===== src/rtl/utf8v_pkg.sv =====
// Shared types, constants and helpers for the UTF-8 text validator.
`timescale 1ns / 1ps

package utf8v_pkg;

  localparam int CpWidth = 21;

  localparam logic [7:0] LeadAsciiMax = 8'h7f;
  localparam logic [7:0] Lead2Min     = 8'hc2;
  localparam logic [7:0] Lead2Max     = 8'hdf;
  localparam logic [7:0] Lead3Min     = 8'he0;
  localparam logic [7:0] Lead3Max     = 8'hef;
  localparam logic [7:0] Lead4Min     = 8'hf0;
  localparam logic [7:0] Lead4Max     = 8'hf4;
  localparam logic [7:0] ContMask     = 8'hc0;
  localparam logic [7:0] ContTag      = 8'h80;

  localparam logic [1:0] SeqTwo   = 2'd1;
  localparam logic [1:0] SeqThree = 2'd2;
  localparam logic [1:0] SeqFour  = 2'd3;

  localparam logic [CpWidth-1:0] CpNul        = 21'h000000;
  localparam logic [CpWidth-1:0] CpTab        = 21'h000009;
  localparam logic [CpWidth-1:0] CpLf         = 21'h00000a;
  localparam logic [CpWidth-1:0] CpCr         = 21'h00000d;
  localparam logic [CpWidth-1:0] CpSpace      = 21'h000020;
  localparam logic [CpWidth-1:0] CpDel        = 21'h00007f;
  localparam logic [CpWidth-1:0] CpC1Min      = 21'h000080;
  localparam logic [CpWidth-1:0] CpC1Max      = 21'h00009f;
  localparam logic [CpWidth-1:0] CpThreeMin   = 21'h000800;
  localparam logic [CpWidth-1:0] CpSurrMin    = 21'h00d800;
  localparam logic [CpWidth-1:0] CpSurrMax    = 21'h00dfff;
  localparam logic [CpWidth-1:0] CpFourMin    = 21'h010000;
  localparam logic [CpWidth-1:0] CpMax        = 21'h10ffff;

  typedef struct packed {
    logic               error_seen;
    logic [1:0]         bytes_pending;
    logic [1:0]         sequence_length;
    logic [CpWidth-1:0] partial_code_point;
  } dec_state_t;

  localparam dec_state_t DecStateReset = '{
    error_seen: 1'b0,
    bytes_pending: 2'd0,
    sequence_length: 2'd0,
    partial_code_point: '0
  };

  function automatic logic forbidden_control(input logic [CpWidth-1:0] cp);
    logic bad;
    bad = (cp == CpNul) || (cp == CpDel);
    if (cp < CpSpace && cp != CpTab && cp != CpLf && cp != CpCr) begin
      bad = 1'b1;
    end
    if (cp >= CpC1Min && cp <= CpC1Max) begin
      bad = 1'b1;
    end
    return bad;
  endfunction

endpackage


===== src/rtl/utf8v_in_if.sv =====
// Byte channel into the validator: one string byte and its end flag.
`timescale 1ns / 1ps

interface utf8v_in_if;
  logic       valid;
  logic       ready;
  logic [7:0] data_byte;
  logic       last_byte;

  modport source (output valid, output data_byte, output last_byte, input ready);
  modport sink (input valid, input data_byte, input last_byte, output ready);
endinterface


===== src/rtl/utf8v_out_if.sv =====
// Verdict channel out of the validator.
`timescale 1ns / 1ps

interface utf8v_out_if;
  logic valid;
  logic ready;
  logic text_valid;

  modport source (output valid, output text_valid, input ready);
  modport sink (input valid, input text_valid, output ready);
endinterface


===== src/rtl/utf8_text_validator_core.sv =====
// Top level of the streaming strict UTF-8 text validator.
`timescale 1ns / 1ps

// Streams a string one byte per word; the word flagged last_byte yields one
// verdict word (text_valid = 1 for acceptable strict UTF-8 text without
// forbidden controls). Bytes are taken one per cycle: each word is held in
// an input register, decoded against the running state combinationally, and the
// verdict is then registered in an output register.
// Throughput is one byte per cycle; only a final byte waits while a previous
// verdict is still untaken. Decoder state clears after every final byte.

module utf8_text_validator_core
  import utf8v_pkg::*;
(
  input logic        clk,
  input logic        rst,
  utf8v_in_if.sink   text,
  utf8v_out_if.source verdict
);

  logic       s1_valid;
  logic [7:0] s1_byte;
  logic       s1_last;
  logic       proc;

  dec_state_t state;
  dec_state_t state_step;
  logic       step_verdict;

  logic       out_valid;
  logic       out_valid_next;
  logic       out_text;

  utf8v_step u_step (
    .cur       (state),
    .data_byte (s1_byte),
    .nxt       (state_step),
    .verdict   (step_verdict)
  );

  assign proc       = s1_valid && (!s1_last || !out_valid || verdict.ready);
  assign text.ready = !s1_valid || proc;

  assign out_valid_next = (proc && s1_last) || (out_valid && !verdict.ready);

  always_ff @(posedge clk) begin
    if (rst) begin
      s1_valid <= 1'b0;
    end else if (text.ready) begin
      s1_valid <= text.valid;
    end
    if (text.ready && text.valid) begin
      s1_byte <= text.data_byte;
      s1_last <= text.last_byte;
    end
  end

  always_ff @(posedge clk) begin
    if (rst) begin
      state     <= DecStateReset;
      out_valid <= 1'b0;
    end else begin
      out_valid <= out_valid_next;
      if (proc) begin
        state <= s1_last ? DecStateReset : state_step;
      end
    end
    if (proc && s1_last) begin
      out_text <= step_verdict;
    end
  end

  assign verdict.valid      = out_valid;
  assign verdict.text_valid = out_text;

  // a final byte leaves the decoder clean for the next string
  a_clear_after_last: assert property (@(posedge clk) disable iff (rst)
    proc && s1_last |=> !state.error_seen && state.bytes_pending == 2'd0)
    else $error("decoder state not cleared after final byte");

  a_pending_bound: assert property (@(posedge clk) disable iff (rst)
    state.bytes_pending != 2'd0 |->
      state.sequence_length != 2'd0 && state.bytes_pending <= state.sequence_length)
    else $error("pending count exceeds sequence length");

  a_error_idle: assert property (@(posedge clk) disable iff (rst)
    state.error_seen |-> state.bytes_pending == 2'd0)
    else $error("sequence still pending after error");

  a_verdict_from_last: assert property (@(posedge clk) disable iff (rst)
    !out_valid && !(proc && s1_last) |=> !out_valid)
    else $error("verdict raised without a final byte");

endmodule


===== src/rtl/utf8v_step.sv =====
// Per-byte decode step: next decoder state and verdict for one byte.
`timescale 1ns / 1ps

module utf8v_step
  import utf8v_pkg::*;
(
  input  dec_state_t cur,
  input  logic [7:0] data_byte,
  output dec_state_t nxt,
  output logic       verdict
);

  logic [CpWidth-1:0] cp_cont;
  logic [CpWidth-1:0] cp_lead;

  assign cp_cont = {cur.partial_code_point[CpWidth-7:0], data_byte[5:0]};
  assign cp_lead = {{(CpWidth-8){1'b0}}, data_byte};

  always_comb begin
    nxt = cur;
    if (!cur.error_seen) begin
      if (cur.bytes_pending == 2'd0) begin
        if (data_byte <= LeadAsciiMax) begin
          if (forbidden_control(cp_lead)) begin
            nxt.error_seen = 1'b1;
          end
        end else if (data_byte >= Lead2Min && data_byte <= Lead2Max) begin
          nxt.bytes_pending      = SeqTwo;
          nxt.sequence_length    = SeqTwo;
          nxt.partial_code_point = {{(CpWidth-5){1'b0}}, data_byte[4:0]};
        end else if (data_byte >= Lead3Min && data_byte <= Lead3Max) begin
          nxt.bytes_pending      = SeqThree;
          nxt.sequence_length    = SeqThree;
          nxt.partial_code_point = {{(CpWidth-4){1'b0}}, data_byte[3:0]};
        end else if (data_byte >= Lead4Min && data_byte <= Lead4Max) begin
          nxt.bytes_pending      = SeqFour;
          nxt.sequence_length    = SeqFour;
          nxt.partial_code_point = {{(CpWidth-3){1'b0}}, data_byte[2:0]};
        end else begin
          nxt.error_seen = 1'b1;
        end
      end else if ((data_byte & ContMask) != ContTag) begin
        nxt.error_seen    = 1'b1;
        nxt.bytes_pending = 2'd0;
      end else begin
        nxt.partial_code_point = cp_cont;
        nxt.bytes_pending      = cur.bytes_pending - 2'd1;
        if (cur.bytes_pending == 2'd1) begin
          case (cur.sequence_length)
            SeqThree: begin
              if (cp_cont < CpThreeMin || (cp_cont >= CpSurrMin && cp_cont <= CpSurrMax)) begin
                nxt.error_seen = 1'b1;
              end
            end
            SeqFour: begin
              if (cp_cont < CpFourMin || cp_cont > CpMax) begin
                nxt.error_seen = 1'b1;
              end
            end
            default: begin
            end
          endcase
          if (forbidden_control(cp_cont)) begin
            nxt.error_seen = 1'b1;
          end
        end
      end
    end
  end

  assign verdict = !nxt.error_seen && (nxt.bytes_pending == 2'd0);

endmodule


===== src/flat_wrapper.sv =====
// flat-port wrapper written by rule: the top's interface ports become plain ports
module utf8_text_validator_core_flat import utf8v_pkg::*;
  (clk, rst, text_valid, text_data_byte, text_last_byte, text_ready, verdict_valid, verdict_text_valid, verdict_ready);
  utf8v_in_if text_i ();
  utf8v_out_if verdict_i ();
  input logic clk;
  input logic rst;
  input wire logic [$bits(text_i.valid)-1:0] text_valid;
  input wire logic [$bits(text_i.data_byte)-1:0] text_data_byte;
  input wire logic [$bits(text_i.last_byte)-1:0] text_last_byte;
  output wire logic [$bits(text_i.ready)-1:0] text_ready;
  output wire logic [$bits(verdict_i.valid)-1:0] verdict_valid;
  output wire logic [$bits(verdict_i.text_valid)-1:0] verdict_text_valid;
  input wire logic [$bits(verdict_i.ready)-1:0] verdict_ready;
  assign text_i.valid = text_valid;
  assign text_i.data_byte = text_data_byte;
  assign text_i.last_byte = text_last_byte;
  assign text_ready = text_i.ready;
  assign verdict_valid = verdict_i.valid;
  assign verdict_text_valid = verdict_i.text_valid;
  assign verdict_i.ready = verdict_ready;
  utf8_text_validator_core u_core (.clk(clk), .rst(rst), .text(text_i), .verdict(verdict_i));
endmodule

===== config.mk =====
export PLATFORM = sky130hd
export DESIGN_NAME = utf8_text_validator_core_flat
export DESIGN_NICKNAME = d
export VERILOG_FILES = /design/src/rtl/utf8v_pkg.sv /design/src/rtl/utf8v_in_if.sv /design/src/rtl/utf8v_out_if.sv /design/src/rtl/utf8_text_validator_core.sv /design/src/rtl/utf8v_step.sv /design/src/flat_wrapper.sv
export SDC_FILE = /design/constraint.sdc
export NUM_CORES = 1
export LEC_CHECK = 0
export ABC_AREA = 1
export BUFFER_PORTS_ARGS = -buffer_cell sky130_fd_sc_hd__buf_2
export CAP_MARGIN = 15
export CORE_MARGIN = 4
export CORE_UTILIZATION = 35
export CTS_CLUSTER_SIZE = 30
export DETAILED_ROUTE_END_ITERATION = 12
export SLEW_MARGIN = 20
export SYNTH_ARGS = -nofsm -noshare
export SYNTH_HDL_FRONTEND = slang
export SYNTH_SLANG_ARGS = --single-unit

===== constraint.sdc =====
create_clock -name clk -period 4 [get_ports clk]
set_clock_uncertainty 0.1 [all_clocks]
set_input_delay 0.8 -clock clk [delete_from_list [all_inputs] [get_ports clk]]
set_output_delay 0.8 -clock clk [all_outputs]
set_load 0.005 [all_outputs]

==> results.py, run 1 <==
metrics = {
    "critical_path": {
        "crit_arrival_ps": 1450,
        "crit_required_ps": 3100,
        "crit_type": "in -> out",
        "worstPathMaxFanout": 3,
        "crit_buf_inv": 2,
        "crit_top_cell": "buf_2",
        "worst_setup_path_end_kind": "primary output",
        "slowest_stage": "nor2_1",
        "startpoint_type": "input port",
        "max_stage_delay_ps": 240,
        "cp_cell_sequence": "buf_2, nor2_1, nand3_1, buf_2",
        "crit_family": "simple AND/OR/NAND/NOR gates",
    },
    "synth": {
        "yosysSeqAreaShare": 0.417,
        "ys_types": 28,
        "synth_top_cell_area_share": 0.248,
        "synth_cells": 252,
        "ys_warn_count": 0,
        "yosysTopAreaCell": "dfxtp_1",
        "netlist_top_cells_area": "dfxtp_1 25%, edfxtp_1 17%, nor2_1 9.7%, nand2_1 8.9%, inv_1 7.6%",
        "syn_nets": 267,
        "synth_seq_cells": 32,
        "syn-cell-area_sq_mm": 0.00177,
        "syn_area_per_cell_sq_um": 7.04,
    },
    "layout": {
        "drive_gt1_frac": 0.126,
        "nets": 283,
        "area.sequential_sq_um": 741,
        "area_delta_synth_final_pct": 11.8,
        "fillCellCount": 537,
        "multiInputGateArea_sq_um": 850,
        "final_util": 0.412,
        "antenna_cells": 0,
        "fin_cells": 336,
    },
    "drt": {
        "drc": 0,
        "ant_nets": 0,
        "wl_per_cell_um": 11.3,
        "dr.pass1.iters": 4,
        "vias_per_cell": 4.82,
        "num_vias": 1621,
        "drtIter0Drc": 82,
        "wl_mm": 3.80,
    },
    "placement": {
        "dp_cells": 328,
        "place_ws_ps": 1660,
        "hpwl_mm": 2.87,
        "place.gp.congestion": 0.859,
        "io_buffer_count": 15,
    },
    "power": {
        "p_int_uw": 533,
        "design_power_total_uw": 748,
        "clkPwrFrac": 0.345,
        "netSwitchingFraction": 0.287,
        "power_leakage_uw": 0.000894,
        "switchingPower_uw": 215,
        "vdd_drop_max_mv": 0.224,
        "p_per_area_mw_per_mm2": 377,
        "pwr-share-seq": 0.496,
        "p_comb_frac": 0.159,
    },
    "sta": {
        "final.setup.worst_slack_ps": 1650,
        "tns_ps": 0,
        "min_period_ps": 2350,
        "finalCritPeriodShare": 0.588,
        "fmax_mhz": 425,
        "final_max_slew_viol_count": 0,
        "relSlewSlack": 0.714,
        "rsz0062_at_grt": "no",
        "finalHoldViolCount": 0,
        "worst_slew_pin_slew_ps": 428,
        "finalSetupViolCount": 0,
    },
    "floorplanning": {
        "start_util": 0.368,
        "die_h_um": 79.2,
        "rows": 25,
        "coreArea_sq_mm": 0.00482,
        "dieArea_sq_mm": 0.00627,
        "die_x_um": 79.2,
        "io-pin-count": 16,
    },
    "clock_network": {
        "clk_path_buf_depth": 2,
        "cts.clk_slew.worst_paths_ps": 70,
        "numCtsBuffers": 5,
        "cts_resized": 0,
        "clk_latency_ps": 290,
        "holdBufCountCts": 0,
        "cts_setup_buffers": 0,
        "clock_sinks": 32,
        "cts_tree": "yes",
        "h-tree-depth": 2,
        "cts.root.buffer_cell": "clkbuf_8",
    },
    "grt": {
        "antenna_found_initial": 0,
        "grt_max_degree": 22,
        "grt_pass1_vias": 1615,
        "grt_usage": 0.140,
        "gr-total-overflow": 0,
        "grt_pass1_wl_mm": 7.00,
    },
    "hold_path": {
        "hold_path.class": "reg -> reg",
    },
    "flow_run": {
        "maxCapViolCount": 0,
    },
    "status": {
        "status": "finished clean",
    },
}
-- sequential cells by signal, summed over array words and instances (netlist names) --
register,flops
u_core.s1_last,1
u_core.s1_valid,1
u_core.s1_byte,8
u_core.verdict.text_valid,1
u_core.verdict.valid,1
u_core.state,20
-- cell usage after synthesis --
library cell / instances
o21ai_0: 12
nand3b_1: 1
o21ai_1: 6
clkbuf_1: 1
ha_1: 2
nor2_1: 46
nor2_2: 1
nor2_4: 1
buf_6: 2
o211ai_2: 1
buf_2: 3
a31oi_1: 9
clkinv_1: 1
nand3_1: 16
nand2_4: 1
nand2_2: 3
edfxtp_1: 10
nand2_1: 42
nor3_1: 11
nand4_1: 2
a211oi_2: 1
a21oi_1: 16
inv_2: 1
dfxtp_1: 22
a211oi_1: 2
a21oi_2: 2
inv_1: 36
o211ai_1: 1
-- worst reg2reg max path: cells and delay by family, from the launching register on --
kind / cells / cell delay (ps)
simple gates: 6 / 610
flops: 1 / 340
fa+ha+maj: 1 / 380
buf+inv: 2 / 480
-- per-layer routing --
metal / up-vias / share of wire / track usage
met5: - / 0 / 0
met4: 0 / 0.021 / 0.0550
met3: 11 / 0.037 / 0.0454
met2: 23 / 0.43 / 0.218
met1: 729 / 0.51 / 0.180
li1: 858 / - / -
-- final cells by class --
class,instances,share of cell area
clock buffers,6,0.0416
clock inverters,2,0.00504
inverters,38,0.0719
multi-input cells,176,0.428
flip-flops and latches,32,0.373
well taps,67,0.0422
repair buffers,15,0.0378
-- power by group through the flow --
stage          clock network [uW]  logic [uW]  registers, uW
6_report                      258         119            371
5_1_grt                       287         140            374
3_5_place_dp                    0         119            378
3_3_place_gp                    0         118            378
2_1_floorplan                   0        95.6            371
4_1_cts                       270         120            371
-- worst paths after layout --
check / cells after the start / start / endpoint / slack, ps
worst min register to register: 2 / u_core.state[24]$_SDFFE_PP0P_ / u_core.state[24]$_SDFFE_PP0P_ / 370
worst max-delay path: 4 / verdict_ready / text_ready / 1650
worst max register to register: 9 / u_core.state[23]$_SDFFE_PP0P_ / u_core.verdict.text_valid$_DFFE_PP_ / 1880
worst min-delay path: 2 / u_core.state[24]$_SDFFE_PP0P_ / u_core.state[24]$_SDFFE_PP0P_ / 370
-- cells in the final DEF (no fill, tap or decap) --
master	n
a211oi_1	2
o211ai_1	1
o211ai_2	1
nor2_2	1
clkinv_2	2
inv_1	36
o21ai_0	12
nand4_1	2
nand3_1	16
a21oi_2	2
dfxtp_1	22
clkinv_1	1
edfxtp_1	10
a21oi_1	16
nor2_4	1
nand2_2	3
o21ai_1	6
nand3b_1	1
nand2_1	42
ha_1	2
inv_2	1
buf_2	15
a211oi_2	1
nand2_4	1
clkbuf_8	6
nor2_1	46
a31oi_1	9
nor3_1	11
-- logic make-up (layout without fill, tap and decap cells) --
logic type,Yosys count,in the layout,share of synthesized area
AND/OR/NAND/NOR,124,124,0.300
flip-flops,32,32,0.417
buffers and inverters,44,61,0.104
adder cells (fa/ha/maj),2,2,0.0141
AO/OA/AOI/OAI,50,50,0.164
-- per-stage QoR --
stage,hold slack (ps),instance area [sq um]
floorplan,338,1770
detailed placement,361,1890
global placement,360,1890
finish,368,1980
CTS,370,1980
global route,393,1980
Note: power is estimated with default switching activity, not from simulation.
==> inputs of run 2 (changes only) <==
==> constraint.sdc (replaced) <==
create_clock -name clk -period 2.4 [get_ports clk]
set_clock_uncertainty 0.1 [all_clocks]
set_input_delay 0.48 -clock clk [delete_from_list [all_inputs] [get_ports clk]]
set_output_delay 0.48 -clock clk [all_outputs]
set_load 0.005 [all_outputs]
==> run 2 against run 1 <==
Against the previous run: hold slack got worse by 97 ps; combinational power rose by 70%; design area grew 0.25%; power up 67%; sequential power rose by 67%; register-to-register slack got worse by 1500 ps.
==> results.py, run 2 (synthesis results as in run 1) <==
metrics = {
    "drt": {
        "drc": 0,
        "wl_per_cell_um": 11.4,
        "vias_per_cell": 4.83,
        "ant_nets": 0,
        "drtIter0Drc": 81,
        "num_vias": 1629,
        "wl_mm": 3.84,
        "dr.pass1.iters": 5,
    },
    "placement": {
        "placed_area_sq_mm": 0.00190,
        "place_ws_ps": 396,
        "io_buffer_count": 15,
        "hpwl_mm": 2.94,
        "place.gp.congestion": 0.790,
    },
    "grt": {
        "grt_pass1_vias": 1541,
        "gr-total-overflow": 0,
        "grt_max_degree": 22,
        "antenna_found_initial": 0,
        "grt_pass1_wl_mm": 6.78,
        "grt_usage": 0.138,
    },
    "clock_network": {
        "clock_sinks": 32,
        "cts_tree": "yes",
        "holdBufCountCts": 0,
        "clk_path_buf_depth": 2,
        "cts_resized": 0,
        "h-tree-depth": 2,
        "clk_latency_ps": 280,
        "numCtsBuffers": 5,
        "cts_setup_buffers": 0,
        "cts.clk_slew.worst_paths_ps": 70,
        "cts.root.buffer_cell": "clkbuf_8",
    },
    "floorplanning": {
        "coreArea_sq_mm": 0.00482,
        "start_util": 0.368,
        "io-pin-count": 16,
        "dieArea_sq_mm": 0.00627,
        "die_x_um": 79.2,
        "die_h_um": 79.2,
        "rows": 25,
    },
    "sta": {
        "finalSetupViolCount": 0,
        "finalHoldViolCount": 0,
        "final.setup.worst_slack_ps": 358,
        "tns_ps": 0,
        "rsz0062_at_grt": "no",
        "worst_slew_pin_slew_ps": 412,
        "min_period_ps": 2040,
        "relSlewSlack": 0.725,
        "final_max_slew_viol_count": 0,
        "fmax_mhz": 490,
        "finalCritPeriodShare": 0.851,
    },
    "power": {
        "p_per_area_mw_per_mm2": 626,
        "power_leakage_uw": 0.000894,
        "vdd_drop_max_mv": 0.328,
        "switchingPower_uw": 350,
        "p_comb_frac": 0.162,
        "pwr-share-seq": 0.497,
        "clkPwrFrac": 0.341,
        "p_int_uw": 895,
        "netSwitchingFraction": 0.281,
    },
    "hold_path": {
        "holdPathStages": 1,
        "hold_path.class": "in -> reg",
    },
    "status": {
        "status": "finished clean",
    },
    "layout": {
        "area_delta_synth_final_pct": 12.1,
        "fillCellCount": 537,
        "layout_commonest_cell": "nor2_1",
        "stdcell_area_sq_mm": 0.00199,
        "regMostFlops": "u_core.state",
        "drive_gt1_frac": 0.122,
        "multiInputGateArea_sq_um": 850,
        "final_cell_mix": "46 x nor2_1, 42 x nand2_1, 36 x inv_1",
        "largest_reg_flops": 20,
        "antenna_cells": 0,
        "top_regs": "u_core.state x20, u_core.s1_byte x8",
        "area.sequential_sq_um": 741,
        "nets": 284,
    },
    "critical_path": {
        "crit_required_ps": 2350,
        "crit_arrival_ps": 1990,
        "startpoint_type": "flip-flop",
        "worstPathMaxFanout": 9,
        "worst_setup_path_end_kind": "flip-flop",
        "reg2reg_depth": 9,
        "crit_type": "reg -> reg",
    },
    "flow_run": {
        "maxCapViolCount": 0,
    },
}
-- run 2: per-layer routing --
metal	up-vias	GRT usage	wire length, um
li1	857	-	-
met1	730	0.181	1840
met2	36	0.209	1760
met3	6	0.0408	198
met4	0	0.0584	42
met5	-	0	0
-- run 2: final cells by class --
| type | count | area share |
|---|---|---|
| Sequential cell | 32 | 0.372 |
| Clock buffer | 8 | 0.0453 |
| Tap cell | 67 | 0.0421 |
| Multi-Input combinational cell | 176 | 0.427 |
| Timing Repair Buffer | 16 | 0.0415 |
| Inverter | 38 | 0.0717 |
-- run 2: final timing paths --
kind                                                     from                                  end  slack, ps
worst max-delay path            u_core.state[23]$_SDFFE_PP0P_  u_core.verdict.text_valid$_DFFE_PP_        360
worst min-delay path                           text_last_byte             u_core.s1_last$_DFFE_PP_        270
worst max register to register  u_core.state[23]$_SDFFE_PP0P_  u_core.verdict.text_valid$_DFFE_PP_        360
worst min register to register  u_core.state[24]$_SDFFE_PP0P_        u_core.state[24]$_SDFFE_PP0P_        370
-- run 2: power groups by stage --
stage,Combinational [uW],Sequential [uW],Clock (uW)
global route,233,623,471
finish,202,619,424
global placement,202,630,0
floorplan,159,619,0
CTS,203,618,440
detailed placement,203,630,0
-- run 2: per-stage QoR --
step,hold slack (ps),cells,total power [uW],util
2_1_floorplan,338,252,779,-
3_3_place_gp,359,329,832,0.394
3_5_place_dp,361,329,833,0.394
4_1_cts,258,337,1260,0.413
5_1_grt,253,337,1330,0.413
6_report,271,337,1240,0.413
-- run 2: critical path: stages (launching register included) --
cell and delay [ps]:
dfxtp_1 340, inv_1 100, ha_1 370, clkinv_1 330, nor2_1 260, nand2_1 70
nand2_1 70, nand2_1 50, nand2_1 60, nor2_1 40
==> inputs of run 3 (changes only) <==
--- a/config.mk
+++ b/config.mk
@@ -9,7 +9,7 @@
 export BUFFER_PORTS_ARGS = -buffer_cell sky130_fd_sc_hd__buf_2
 export CAP_MARGIN = 15
 export CORE_MARGIN = 4
-export CORE_UTILIZATION = 35
+export CORE_UTILIZATION = 24
 export CTS_CLUSTER_SIZE = 30
 export DETAILED_ROUTE_END_ITERATION = 12
 export SLEW_MARGIN = 20
==> constraint.sdc (replaced) <==
create_clock -name clk -period 2.4 [get_ports clk]
set_clock_uncertainty 0.1 [all_clocks]
set_input_delay 0.48 -clock clk [delete_from_list [all_inputs] [get_ports clk]]
set_output_delay 0.48 -clock clk [all_outputs]
set_load 0.01 [all_outputs]
==> run 3 against run 2 <==
Against the previous run: combinational power about the same; setup slack better by 16 ps; global-route usage fell by 3.7 points; first-iteration DRC count grew 15%; sequential power about the same; non-clock buffer count is 1 lower; cell count up 9.2%; fmax grew 0.80%; sequential cell count stayed put; die area is 41% higher; clock power increased by 20%; critical path type unchanged; largest power group unchanged.
==> results.py, run 3 (synthesis results as in run 1) <==
metrics = {
    "drt": {
        "num_vias": 1589,
        "dr.pass1.iters": 4,
        "ant_nets": 0,
        "drc": 0,
        "wl_mm": 3.94,
        "wl_per_cell_um": 10.7,
        "drtIter0Drc": 93,
        "vias_per_cell": 4.32,
    },
    "critical_path": {
        "max_stage_delay_ps": 450,
        "crit_required_ps": 2470,
        "cp_cell_sequence": "nor2_1, nand2_1, o211ai_2, nand2_2, nor2_4, nand2_2, nand2_4, inv_2, o21ai_0, nor2_1",
        "worst_setup_path_end_kind": "flip-flop",
        "crit_arrival_ps": 2100,
        "crit_buf_inv": 1,
        "crit_family": "simple AND/OR/NAND/NOR gates",
        "crit_type": "reg -> reg",
        "startpoint_type": "flip-flop",
        "worstPathMaxFanout": 21,
        "slowest_stage": "edfxtp_1",
    },
    "floorplanning": {
        "die_x_um": 94.0,
        "dieArea_sq_mm": 0.00883,
        "rows": 31,
        "die_h_um": 94.0,
        "coreArea_sq_mm": 0.00721,
        "start_util": 0.246,
        "io-pin-count": 16,
    },
    "status": {
        "status": "finished clean",
    },
    "clock_network": {
        "holdBufCountCts": 0,
        "cts.root.buffer_cell": "clkbuf_8",
        "cts.clk_slew.worst_paths_ps": 60,
        "cts_resized": 0,
        "cts_tree": "yes",
        "clk_latency_ps": 290,
        "numCtsBuffers": 5,
        "clk_path_buf_depth": 2,
        "cts_setup_buffers": 0,
        "h-tree-depth": 2,
        "clock_sinks": 32,
    },
    "power": {
        "power_leakage_uw": 0.000899,
        "vdd_drop_max_mv": 0.317,
        "p_per_area_mw_per_mm2": 650,
        "design_power_total_uw": 1330,
    },
    "sta": {
        "finalSetupViolCount": 0,
        "relSlewSlack": 0.731,
        "finalHoldViolCount": 0,
        "final_max_slew_viol_count": 0,
        "min_period_ps": 2030,
        "fmax_mhz": 494,
        "tns_ps": 0,
        "worst_slew_pin_slew_ps": 403,
        "rsz0062_at_grt": "no",
        "finalCritPeriodShare": 0.844,
    },
    "flow_run": {
        "maxCapViolCount": 0,
    },
    "layout": {
        "fillCellCount": 829,
        "drive_gt1_frac": 0.123,
        "regMostFlops": "u_core.state",
        "multiInputGateArea_sq_um": 850,
        "layout_commonest_cell": "nor2_1",
        "largest_reg_flops": 20,
        "nets": 283,
        "antenna_cells": 0,
        "area_delta_synth_final_pct": 15.0,
        "final_cell_mix": "46 x nor2_1, 42 x nand2_1, 36 x inv_1",
        "area.sequential_sq_um": 741,
        "final_util": 0.283,
        "top_regs": "u_core.state x20, u_core.s1_byte x8",
    },
    "grt": {
        "grt_pass1_vias": 1561,
        "grt_pass1_wl_mm": 7.01,
        "gr-total-overflow": 0,
        "grt_usage": 0.100,
        "grt_max_degree": 22,
        "antenna_found_initial": 0,
    },
    "placement": {
        "hpwl_mm": 3.07,
        "io_buffer_count": 15,
        "place.gp.congestion": 0.777,
    },
    "hold_path": {
        "hold_path.class": "in -> reg",
    },
}
run 3: cell count changes in the layout (fill, tap and decap cells not counted):
cell	before	now
buf_4	1	0
clkbuf_1	2	1
clkinv_2	0	1
clkbuf_8	6	5
bufinv_16	0	1
run 3: per-stage QoR:
step                hold slack (ps)  area (sq um)  setup slack (ps)  cells
floorplan                       338          1770               752    252
global placement                355          1930               395    360
detailed placement              359          1930               399    360
CTS                             259          2040               378    368
global route                    253          2040               115    368
finish                          270          2040               374    368
run 3: cell type report:
type | instances | share of cell area
clock buffers | 6 | 0.0356
inverters | 38 | 0.0699
well taps | 99 | 0.0607
flip-flops and latches | 32 | 0.363
clock inverters | 2 | 0.0172
multi-input cells | 176 | 0.417
repair buffers | 15 | 0.0368
run 3: worst register-to-register path: stages, from the launching register on:
cell and delay [ps]:
edfxtp_1 450, nor2_1 130, nand2_1 70, o211ai_2 260, nand2_2 140, nor2_4 130, nand2_2 70, nand2_4 190
inv_2 130, o21ai_0 190, nor2_1 60
run 3: worst paths after layout:
path | from | to | slack (ps) | cells after the start
worst max-delay path | u_core.s1_byte[3]$_DFFE_PP_ | u_core.state[2]$_SDFFE_PP0P_ | 370 | 10
worst min-delay path | text_data_byte[6] | u_core.s1_byte[6]$_DFFE_PP_ | 270 | 1
worst max register to register | u_core.s1_byte[3]$_DFFE_PP_ | u_core.state[2]$_SDFFE_PP0P_ | 370 | 10
worst min register to register | u_core.state[24]$_SDFFE_PP0P_ | u_core.state[24]$_SDFFE_PP0P_ | 370 | 2
run 3: per-layer routing:
layer,global-route usage,wire (um),up-vias
met4,0.0421,70,0
met1,0.123,1850,704
met2,0.169,1900,22
met3,0.0216,123,5
met5,0,0,-
li1,-,-,858
run 3: where the power goes:
group,switching (uW),internal [uW]
logic,130,69.4
registers,28.9,590
clock network,200,308
total,359,967
